### config.mk
export PLATFORM = sky130hd
export DESIGN_NAME = fasta_fastq_base_extractor
export DESIGN_NICKNAME = d
export VERILOG_FILES = /design/src/rtl/ffbe_pkg.sv /design/src/rtl/ffbe_front.sv /design/src/rtl/ffbe_queue.sv /design/src/rtl/ffbe_back.sv /design/src/rtl/fasta_fastq_base_extractor.sv
export SDC_FILE = /design/constraint.sdc
export NUM_CORES = 1
export LEC_CHECK = 0
export ABC_CLOCK_PERIOD_IN_PS = 7300
export BUFFER_PORTS_ARGS = -buffer_cell sky130_fd_sc_hd__buf_2
export CORE_MARGIN = 4
export CORE_UTILIZATION = 40
export CTS_CLUSTER_DIAMETER = 30
export DETAILED_ROUTE_END_ITERATION = 12
export MAX_ROUTING_LAYER = met4
export PLACE_DENSITY_LB_ADDON = 0.08
export SYNTH_ARGS = -nofsm -noshare
export SYNTH_HDL_FRONTEND = slang
export SYNTH_SLANG_ARGS = --single-unit
### constraint.sdc
create_clock -name clk -period 7.3 [get_ports clk]
set_clock_uncertainty 0.1 [all_clocks]
set_input_delay 0 -clock clk [delete_from_list [all_inputs] [get_ports clk]]
set_output_delay 0 -clock clk [all_outputs]
set_load 0.02 [all_outputs]
### src/rtl/ffbe_pkg.sv
package ffbe_pkg;

  // characters the parser reacts to, and the separator byte it emits
  localparam logic [7:0] CH_SEP   = 8'h4E;
  localparam logic [7:0] CH_GT    = 8'h3E;
  localparam logic [7:0] CH_AT    = 8'h40;
  localparam logic [7:0] CH_LF    = 8'h0A;
  localparam logic [7:0] CH_CR    = 8'h0D;
  localparam logic [7:0] CH_TAB   = 8'h09;
  localparam logic [7:0] CH_SPACE = 8'h20;

  // result kinds
  localparam logic [1:0] KIND_BASE  = 2'd0;
  localparam logic [1:0] KIND_ERROR = 2'd1;
  localparam logic [1:0] KIND_END   = 2'd2;

  // fastq line holding the sequence
  localparam logic [1:0] FQ_SEQ_LINE = 2'd1;

  localparam int QUEUE_DEPTH = 4;

  // one classified action: optional separator followed by an optional word
  typedef struct packed {
    logic       has_sep;
    logic       has_item;
    logic [7:0] item_byte;
    logic [1:0] item_kind;
  } action_t;

endpackage

### src/rtl/ffbe_front.sv
module ffbe_front (
  input  logic              clk,
  input  logic              rst_n,
  input  logic              in_tvalid,
  output logic              in_tready,
  input  logic [7:0]        in_tdata,   // [7:0] data_byte
  input  logic              in_tuser,   // [0] end_of_file
  input  logic              q_full,
  output logic              q_push,
  output ffbe_pkg::action_t q_data
);

  localparam logic [1:0] MODE_WAIT  = 2'd0;
  localparam logic [1:0] MODE_FASTA = 2'd1;
  localparam logic [1:0] MODE_FASTQ = 2'd2;
  localparam logic [1:0] MODE_ERROR = 2'd3;

  logic [1:0] mode_r, mode_nxt;
  logic       rec_seen_r, rec_seen_nxt;
  logic       in_hdr_r, in_hdr_nxt;
  logic [1:0] line_idx_r, line_idx_nxt;
  logic       line_start_r, line_start_nxt;

  logic              accept;
  logic              is_ws;
  logic [7:0]        c;
  ffbe_pkg::action_t act;

  assign in_tready = !q_full;
  assign accept    = in_tvalid && in_tready;
  assign c         = in_tdata;
  assign is_ws     = (c == ffbe_pkg::CH_LF) || (c == ffbe_pkg::CH_CR) ||
                     (c == ffbe_pkg::CH_SPACE) || (c == ffbe_pkg::CH_TAB);

  always_comb begin
    mode_nxt       = mode_r;
    rec_seen_nxt   = rec_seen_r;
    in_hdr_nxt     = in_hdr_r;
    line_idx_nxt   = line_idx_r;
    line_start_nxt = line_start_r;
    act            = '0;
    if (in_tuser) begin
      // end of file: marker word, state back to reset
      act.has_item   = 1'b1;
      act.item_kind  = ffbe_pkg::KIND_END;
      mode_nxt       = MODE_WAIT;
      rec_seen_nxt   = 1'b0;
      in_hdr_nxt     = 1'b0;
      line_idx_nxt   = 2'd0;
      line_start_nxt = 1'b1;
    end else begin
      unique case (mode_r)
        MODE_WAIT: begin
          if (is_ws) begin
            mode_nxt = MODE_WAIT;
          end else if (c == ffbe_pkg::CH_GT) begin
            mode_nxt     = MODE_FASTA;
            rec_seen_nxt = 1'b1;
            in_hdr_nxt   = 1'b1;
          end else if (c == ffbe_pkg::CH_AT) begin
            mode_nxt       = MODE_FASTQ;
            line_start_nxt = 1'b0;
          end else begin
            mode_nxt      = MODE_ERROR;
            act.has_item  = 1'b1;
            act.item_kind = ffbe_pkg::KIND_ERROR;
          end
        end
        MODE_FASTA: begin
          if (in_hdr_r) begin
            if (c == ffbe_pkg::CH_LF) begin
              in_hdr_nxt = 1'b0;
            end
          end else if (c == ffbe_pkg::CH_GT) begin
            act.has_sep  = rec_seen_r;
            rec_seen_nxt = 1'b1;
            in_hdr_nxt   = 1'b1;
          end else if (!is_ws) begin
            act.has_item  = 1'b1;
            act.item_byte = c;
            act.item_kind = ffbe_pkg::KIND_BASE;
          end
        end
        MODE_FASTQ: begin
          if (line_start_r && line_idx_r == ffbe_pkg::FQ_SEQ_LINE) begin
            act.has_sep  = rec_seen_r;
            rec_seen_nxt = 1'b1;
          end
          line_start_nxt = 1'b0;
          if (c == ffbe_pkg::CH_LF) begin
            line_idx_nxt   = line_idx_r + 2'd1;
            line_start_nxt = 1'b1;
          end else if (line_idx_r == ffbe_pkg::FQ_SEQ_LINE &&
                       c != ffbe_pkg::CH_CR && c != ffbe_pkg::CH_SPACE &&
                       c != ffbe_pkg::CH_TAB) begin
            act.has_item  = 1'b1;
            act.item_byte = c;
            act.item_kind = ffbe_pkg::KIND_BASE;
          end
        end
        MODE_ERROR: begin
          mode_nxt = MODE_ERROR;
        end
        default: begin
          mode_nxt = MODE_ERROR;
        end
      endcase
    end
  end

  assign q_push = accept && (act.has_sep || act.has_item);
  assign q_data = act;

  always_ff @(posedge clk) begin
    if (!rst_n) begin
      mode_r       <= MODE_WAIT;
      rec_seen_r   <= 1'b0;
      in_hdr_r     <= 1'b0;
      line_idx_r   <= 2'd0;
      line_start_r <= 1'b1;
    end else if (accept) begin
      mode_r       <= mode_nxt;
      rec_seen_r   <= rec_seen_nxt;
      in_hdr_r     <= in_hdr_nxt;
      line_idx_r   <= line_idx_nxt;
      line_start_r <= line_start_nxt;
    end
  end

endmodule

### src/rtl/ffbe_queue.sv
module ffbe_queue #(
  parameter int DEPTH = ffbe_pkg::QUEUE_DEPTH
) (
  input  logic              clk,
  input  logic              rst_n,
  input  logic              push,
  input  ffbe_pkg::action_t push_data,
  output logic              full,
  input  logic              pop,
  output ffbe_pkg::action_t head,
  output logic              empty
);

  localparam int PW = (DEPTH > 1) ? $clog2(DEPTH) : 1;
  localparam int CW = $clog2(DEPTH + 1);
  localparam logic [PW-1:0] LAST = PW'(DEPTH - 1);

  ffbe_pkg::action_t mem_r [DEPTH];
  logic [PW-1:0] wr_ptr_r, rd_ptr_r;
  logic [CW-1:0] count_r;
  logic          do_push, do_pop;

  assign full    = (count_r == CW'(DEPTH));
  assign empty   = (count_r == '0);
  assign do_push = push && !full;
  assign do_pop  = pop && !empty;
  assign head    = mem_r[rd_ptr_r];

  always_ff @(posedge clk) begin
    if (do_push) begin
      mem_r[wr_ptr_r] <= push_data;
    end
  end

  always_ff @(posedge clk) begin
    if (!rst_n) begin
      wr_ptr_r <= '0;
      rd_ptr_r <= '0;
      count_r  <= '0;
    end else begin
      if (do_push) begin
        wr_ptr_r <= (wr_ptr_r == LAST) ? '0 : wr_ptr_r + PW'(1);
      end
      if (do_pop) begin
        rd_ptr_r <= (rd_ptr_r == LAST) ? '0 : rd_ptr_r + PW'(1);
      end
      if (do_push && !do_pop) begin
        count_r <= count_r + CW'(1);
      end else if (do_pop && !do_push) begin
        count_r <= count_r - CW'(1);
      end
    end
  end

endmodule

### src/rtl/ffbe_back.sv
module ffbe_back (
  input  logic              clk,
  input  logic              rst_n,
  input  logic              q_empty,
  input  ffbe_pkg::action_t q_head,
  output logic              q_pop,
  output logic              out_tvalid,
  input  logic              out_tready,
  output logic [7:0]        out_tdata,  // [7:0] base_byte
  output logic [1:0]        out_tuser   // [1:0] kind
);

  logic       valid_r;
  logic [7:0] byte_r, byte_nxt;
  logic [1:0] kind_r, kind_nxt;
  logic       sep_done_r, sep_done_nxt;
  logic       load;

  assign load = !q_empty && (!valid_r || out_tready);

  always_comb begin
    q_pop        = 1'b0;
    sep_done_nxt = sep_done_r;
    byte_nxt     = q_head.item_byte;
    kind_nxt     = q_head.item_kind;
    if (load) begin
      if (q_head.has_sep && !sep_done_r) begin
        byte_nxt = ffbe_pkg::CH_SEP;
        kind_nxt = ffbe_pkg::KIND_BASE;
        if (q_head.has_item) begin
          sep_done_nxt = 1'b1;
        end else begin
          q_pop = 1'b1;
        end
      end else begin
        q_pop        = 1'b1;
        sep_done_nxt = 1'b0;
      end
    end
  end

  always_ff @(posedge clk) begin
    if (load) begin
      byte_r <= byte_nxt;
      kind_r <= kind_nxt;
    end
  end

  always_ff @(posedge clk) begin
    if (!rst_n) begin
      valid_r    <= 1'b0;
      sep_done_r <= 1'b0;
    end else begin
      sep_done_r <= sep_done_nxt;
      if (load) begin
        valid_r <= 1'b1;
      end else if (out_tready) begin
        valid_r <= 1'b0;
      end
    end
  end

  assign out_tvalid = valid_r;
  assign out_tdata  = byte_r;
  assign out_tuser  = kind_r;

endmodule

### src/rtl/fasta_fastq_base_extractor.sv
// path: a result word passes the action queue, then the back end's output register
// throughput: one byte per cycle while the action queue is not full; a separator
//   before a base is an extra word from the back end's single output register
// a short action queue between classifier and emitter absorbs those extra words
// reset: synchronous active-low rst_n clears parser state, queue and output valid
module fasta_fastq_base_extractor #(
  parameter int QUEUE_DEPTH = ffbe_pkg::QUEUE_DEPTH  // action queue entries, 2 or more
) (
  input  logic       clk,
  input  logic       rst_n,
  // input byte stream
  input  logic       in_tvalid,
  output logic       in_tready,
  input  logic [7:0] in_tdata,   // [7:0] data_byte
  input  logic       in_tuser,   // [0] end_of_file
  // extracted bases, error and end markers
  output logic       out_tvalid,
  input  logic       out_tready,
  output logic [7:0] out_tdata,  // [7:0] base_byte
  output logic [1:0] out_tuser   // [1:0] kind
);

  // front end -> queue
  logic              q_push;
  ffbe_pkg::action_t q_push_data;
  logic              q_full;
  // queue -> back end
  logic              q_pop;
  ffbe_pkg::action_t q_head;
  logic              q_empty;

  // classifier: tracks fasta/fastq mode, headers and line index, one byte a cycle;
  // it only stalls when the queue is full
  ffbe_front u_front (
    .clk       (clk),
    .rst_n     (rst_n),
    .in_tvalid (in_tvalid),
    .in_tready (in_tready),
    .in_tdata  (in_tdata),
    .in_tuser  (in_tuser),
    .q_full    (q_full),
    .q_push    (q_push),
    .q_data    (q_push_data)
  );

  // actions that yield no word are never queued
  ffbe_queue #(
    .DEPTH (QUEUE_DEPTH)
  ) u_queue (
    .clk       (clk),
    .rst_n     (rst_n),
    .push      (q_push),
    .push_data (q_push_data),
    .full      (q_full),
    .pop       (q_pop),
    .head      (q_head),
    .empty     (q_empty)
  );

  // emitter: expands each action into the separator word and/or the data word
  ffbe_back u_back (
    .clk        (clk),
    .rst_n      (rst_n),
    .q_empty    (q_empty),
    .q_head     (q_head),
    .q_pop      (q_pop),
    .out_tvalid (out_tvalid),
    .out_tready (out_tready),
    .out_tdata  (out_tdata),
    .out_tuser  (out_tuser)
  );

endmodule

==> flow_summary.yaml, run 1 <==
run_status:
  status: "finished clean"
pwr:
  power.total_w: 0.00133
  power_density_nw_per_um2: 340
  vdd_ir_drop_max_uv: 89.4
  leakage_nw: 1.43
synth:
  yosys.area.top_type: "edfxtp_1"
  synth_nets: 261
  ys_ff_latch: 76
  syn_area_um2: 3410
  synth.area.top_cells: "edfxtp_1, dfxtp_1, mux4_2"
  synth_top_area_share_pct: 51.1
  yosys_warnings: 0
  avgSynthCellArea_um2: 14.5
  synthCells: 235
  ys.flop_type: "edfxtp_1"
  yosysUniqueCellTypes: 52
  synth_edf_count: 58
  yosysSeqAreaShare_pct: 61.7
  async_flop_share_pct: 0
routing:
  detail-route-antenna-nets: 0
  wire_per_inst_um: 16.1
  drt_iter0_markers: 80
  firstDrtPassIters: 4
  vias: 1950
  vias_per_cell: 5.12
  drc_errors: 0
  wirelength_um: 6120
die:
  core_um2: 8260
  fp.dieW_um: 100
  die-area_um2: 10100
  die_h_um: 100
  ioPinCount: 25
  start_util_pct: 41.3
  row_count: 33
clock_tree:
  cts.root.buffer_cell: "clkbuf_8"
  cts_buffer_depth: 2
  cts_tree: "done"
  cts_setup_buffers: 0
  clk_pin_slew_ns: 0.08
  cts_max_level: 3
  insertion_delay_ns: 0.33
  post_cts_resized: 0
  cts_sinks: 76
  cts_made_buffers: 9
worst_setup_path:
  crit_top_cell: "inv_1"
  cp-start-kind: "register"
  reg2regPathDepth: 12
  required_ns: 7.46
  critPathKind: "reg2reg"
  cp_cell_sequence: "inv_1 > ha_1 > inv_1 > a41o_1 > a221o_1 > o31ai_4 > ha_1 > inv_1 > fa_1 > xor2_1 > or3_1 > a21boi_0"
  r2r_start: "u_front.mode_r[0]"
  end_kind: "register"
  reg2reg_slack_ns: 3.95
  worstPathMaxFanout: 7
  rr_endpoint: "u_queue.count_r[2]"
  slowest_stage: "fa_1"
  critical_path_arrival_ns: 3.51
  crit_path_max_incr_delay_ns: 0.43
place:
  place.gp.congestion: 0.850
  dp_hpwl_um: 4240
  portBuffers: 24
final_layout:
  antennaDiodeCount: 0
  layout.nets: 297
  final_common_cell: "edfxtp_1"
  drive_above_1_share_pct: 22.1
  layout_common_cells: "edfxtp_1, buf_2, and2_1"
  area_growth_pct: 14.8
timing:
  finalHoldViolations: 0
  max_freq_mhz: 299
  rsz0062_at_grt: "no"
  holdWs_ns: 0.0190
  maxSlewViolCount: 0
  setup_viol: 0
  fin_setup_tns_ns: 0
  worstMarginPinSlew_ns: 1.13
  finalCritPeriodShare_pct: 45.9
  min_period_ns: 3.35
  slew_headroom_pct: 24.7
global_route:
  grt_first_pass_wirelength_um: 10200
  grt_pass1_vias: 1994
  grt_max_degree: 19
  grt_usage_pct: 13.9
  antenna_found_initial: 0
  grt_overflow: 0
worst_hold_path:
  hold_path_class: "in2reg"
  min_delay_path_depth: 2
  hold_end: "u_queue.mem_r[1][7]"
  min-delay-start: "in_tdata[5]"
run:
  cap_viol_max_count: 0
-- worst max-delay path by stage --
stage / start / endpoint / slack (ns) / cells after the start
after floorplan: u_front.mode_r[0] / u_queue.count_r[2] / 4.21 / 12
after global routing: u_front.mode_r[0] / u_queue.count_r[2] / 3.65 / 12
final: u_front.mode_r[0] / u_queue.count_r[2] / 3.95 / 12
after detailed placement: u_front.mode_r[0] / u_queue.count_r[2] / 3.92 / 12
after CTS: u_front.mode_r[0] / u_queue.count_r[2] / 3.91 / 12
after global placement: u_front.mode_r[0] / u_queue.count_r[2] / 4.03 / 12
-- kinds of logic after synthesis --
kind of cell    share of synthesized area [%]
compound gates                           8.30
xor+xnor                                0.514
simple gates                             13.1
mux                                      9.40
fa+ha+maj                                4.99
flops                                    61.7
buf+inv                                  2.06
-- worst max-delay path, delay by kind of cell (launching register included) --
family	cells	cell delay, ns
XOR/XNOR	1	0.17
flip-flops	1	0.35
adder cells (fa/ha/maj)	3	0.92
buffers and inverters	3	0.30
AO/OA/AOI/OAI	4	1.14
AND/OR/NAND/NOR	1	0.30
-- registers in the layout, indices dropped and copies added, names as in the netlist, named ones only --
name,cells
u_front.in_hdr_r,1
u_back.out_tuser,2
u_back.out_tdata,8
u_queue.wr_ptr_r,2
u_queue.mem_r,48
u_queue.count_r,3
u_back.sep_done_r,1
u_back.out_tvalid,1
u_front.mode_r,2
u_front.rec_seen_r,1
u_front.line_start_r,1
u_queue.rd_ptr_r,2
u_front.line_idx_r,2
-- stage by stage --
stage | area [um2] | std cells | util, % | setup slack, ns
floorplan | 3410 | 235 | - | 4.21
global placement | 3630 | 358 | 44.0 | 4.03
detailed placement | 3630 | 358 | 44.0 | 3.92
CTS | 3910 | 381 | 47.4 | 3.91
global route | 3910 | 381 | 47.4 | 3.65
finish | 3910 | 381 | 47.4 | 3.95
-- cell type report --
type | count | area, um2
Timing Repair Buffer | 31 | 190
Tap cell | 105 | 131
Clock inverter | 2 | 13.8
Fill cell | 776 | 4340
Sequential cell | 76 | 2100
Clock buffer | 14 | 195
Inverter | 12 | 45.0
Multi-Input combinational cell | 141 | 1240
-- synth_stat cells (all sizes together), types with 4 or more instances --
| cell type | n |
|---|---|
| nor2 | 5 |
| dfxtp | 18 |
| a31oi | 4 |
| ha | 12 |
| mux4 | 12 |
| nand2 | 13 |
| nor2b | 10 |
| inv | 12 |
| and2 | 20 |
| or2 | 5 |
| mux2i | 5 |
| a21oi | 4 |
| clkbuf | 4 |
| edfxtp | 58 |
| o21ai | 7 |
-- layer usage --
layer	global-route usage [%]	routed length, um
met3	2.99	177
met5	-	0
met1	17.1	2830
met2	21.4	3030
met4	7.67	92
-- power by group --
group,switching (W),internal [W]
Clock,0.000146,0.000175
Combinational,0.000199,0.000178
Sequential,0.0000550,0.000579
-- what timing repair did --
| action | CTS | global route |
|---|---|---|
| hold endpoints to repair | 34 | 0 |
| hold buffers | 7 | 0 |
| setup endpoints to repair | 0 | 0 |
No activity file was read; power rests on OpenSTA's default activity.
==> run 2, diff against run 1 <==
ABC_CLOCK_PERIOD_IN_PS = 3200   (was 7300)
clock period = 3.2 ns   (was 7.3 ns; I/O delays follow)
==> run 2 against run 1 <==
Net effect: first-iteration DRC count increased by 15%; sequential share of layout area is 0.70 points lower; final cell count is 3.1% higher; register-to-register slack lost 3.8 ns; worst setup slack got worse by 3.8 ns; clock power is 94% higher; non-clock buffer count up 12; critical endpoint unchanged; highest routed layer unchanged.
==> flow_summary.yaml, run 2 (synthesized netlist as in run 1, its figures left out) <==
run_status:
  status: "finished clean"
timing:
  layout_setup_ws_ns: 0.181
  slew_headroom_pct: 54.8
  finalHoldViolations: 0
  worstMarginPinSlew_ns: 0.670
  maxSlewViolCount: 0
  fin_setup_tns_ns: 0
  rsz0062_at_grt: "no"
  max_freq_mhz: 331
  min_period_ns: 3.02
  finalCritPeriodShare_pct: 94.3
  setup_viol: 0
final_layout:
  largest_register: "u_queue.mem_r"
  antennaDiodeCount: 0
  final_common_cell: "edfxtp_1"
  largest_register_ffs: 48
  drive_above_1_share_pct: 27.4
  area_growth_pct: 16.6
  layout.nets: 309
  layout_common_cells: "edfxtp_1, buf_2, and2_1"
  nFillCells: 764
worst_setup_path:
  required_ns: 3.37
  cp-start-kind: "register"
  critical_path_arrival_ns: 3.19
  worstPathMaxFanout: 5
  reg2reg_slack_ns: 0.18
  critPathKind: "reg2reg"
  end_kind: "register"
pwr:
  power_density_nw_per_um2: 756
  leakage_nw: 1.46
  vdd_ir_drop_max_uv: 287
die:
  core_um2: 8260
  die-area_um2: 10100
  die_h_um: 100
  ioPinCount: 25
  row_count: 33
  fp.dieW_um: 100
  start_util_pct: 41.3
clock_tree:
  cts_tree: "done"
  cts_made_buffers: 9
  cts_sinks: 76
  cts.root.buffer_cell: "clkbuf_8"
  cts_buffer_depth: 2
  insertion_delay_ns: 0.34
  cts_max_level: 3
  clk_pin_slew_ns: 0.08
routing:
  wirelength_um: 6250
  detail-route-antenna-nets: 0
  drc_errors: 0
  drt_iter0_markers: 92
  wire_per_inst_um: 15.9
  firstDrtPassIters: 4
  vias: 2006
  vias_per_cell: 5.10
place:
  dp_hpwl_um: 4350
  place.gp.congestion: 0.836
  portBuffers: 24
  dp_slack_ns: 0.126
global_route:
  grt_max_degree: 19
  grt_pass1_vias: 2072
  grt_overflow: 0
  grt_usage_pct: 14.1
  antenna_found_initial: 0
  grt_first_pass_wirelength_um: 10500
worst_hold_path:
  hold_path_class: "in2reg"
run:
  cap_viol_max_count: 0
==> run 2: final timing paths <==
path / startpoint / to / cells past startpoint
min: in_tdata[0] / u_queue.mem_r[2][2] / 2
max: u_front.mode_r[0] / u_queue.count_r[2] / 12
max reg2reg: u_front.mode_r[0] / u_queue.count_r[2] / 12
min reg2reg: u_queue.rd_ptr_r[0] / u_queue.rd_ptr_r[0] / 2
==> run 2: area by class of cell <==
cell class	count	area [um2]	share of cell area (%)
Sequential cell	76	2110	53.0
Multi-Input combinational cell	141	1240	31.3
Timing Repair Buffer	43	280	7.05
Tap cell	105	131	3.31
Clock buffer	9	124	3.12
Inverter	12	45.0	1.13
Clock inverter	7	43.8	1.10
==> run 2: what timing repair did <==
item,CTS,global route
hold endpoints to repair,30,0
hold buffers,7,0
setup endpoints to repair,0,1
setup buffers,0,3
gates resized for setup,0,8
==> run 2: where the power goes <==
part | total [W] | switching [W] | leakage [nW] | internal, W
Combinational | 0.000986 | 0.000519 | 0.682 | 0.000467
Clock | 0.000623 | 0.000348 | 0.0763 | 0.000276
Sequential | 0.00140 | 0.0000779 | 0.697 | 0.00132
Total | 0.00300 | 0.000944 | 1.46 | 0.00206
==> run 2: worst max-delay path: stages (launching register included) <==
cell and delay, ns:
dfxtp_4 0.37, inv_2 0.08, ha_2 0.18, inv_1 0.07, a41o_1 0.24, a221o_1 0.40
o31ai_4 0.25, ha_2 0.21, inv_1 0.06, fa_2 0.38, xor2_1 0.17, or3_1 0.30
a21boi_1 0.14
==> run 2: layer usage <==
layer	global-route usage [%]	vias to the layer above	wire (um)	share of wire, %
met5	-	-	0	0
met4	6.32	0	150	2.4
met3	3.27	13	158	2.5
met2	21.7	33	2970	48
met1	17.9	973	2970	47
li1	-	987	-	-
==> run 2: per-stage QoR <==
step / power [W] / instances / util [%] / hold slack [ns] / cell area [um2]
floorplan: 0.00211 / 235 / - / -0.00113 / 3410
global placement: 0.00238 / 367 / 44.8 / 0.182 / 3700
detailed placement: 0.00239 / 367 / 44.8 / 0.194 / 3700
CTS: 0.00303 / 390 / 47.7 / 0.00983 / 3940
global route: 0.00322 / 393 / 48.1 / 0.0132 / 3980
finish: 0.00300 / 393 / 48.1 / 0.0141 / 3980
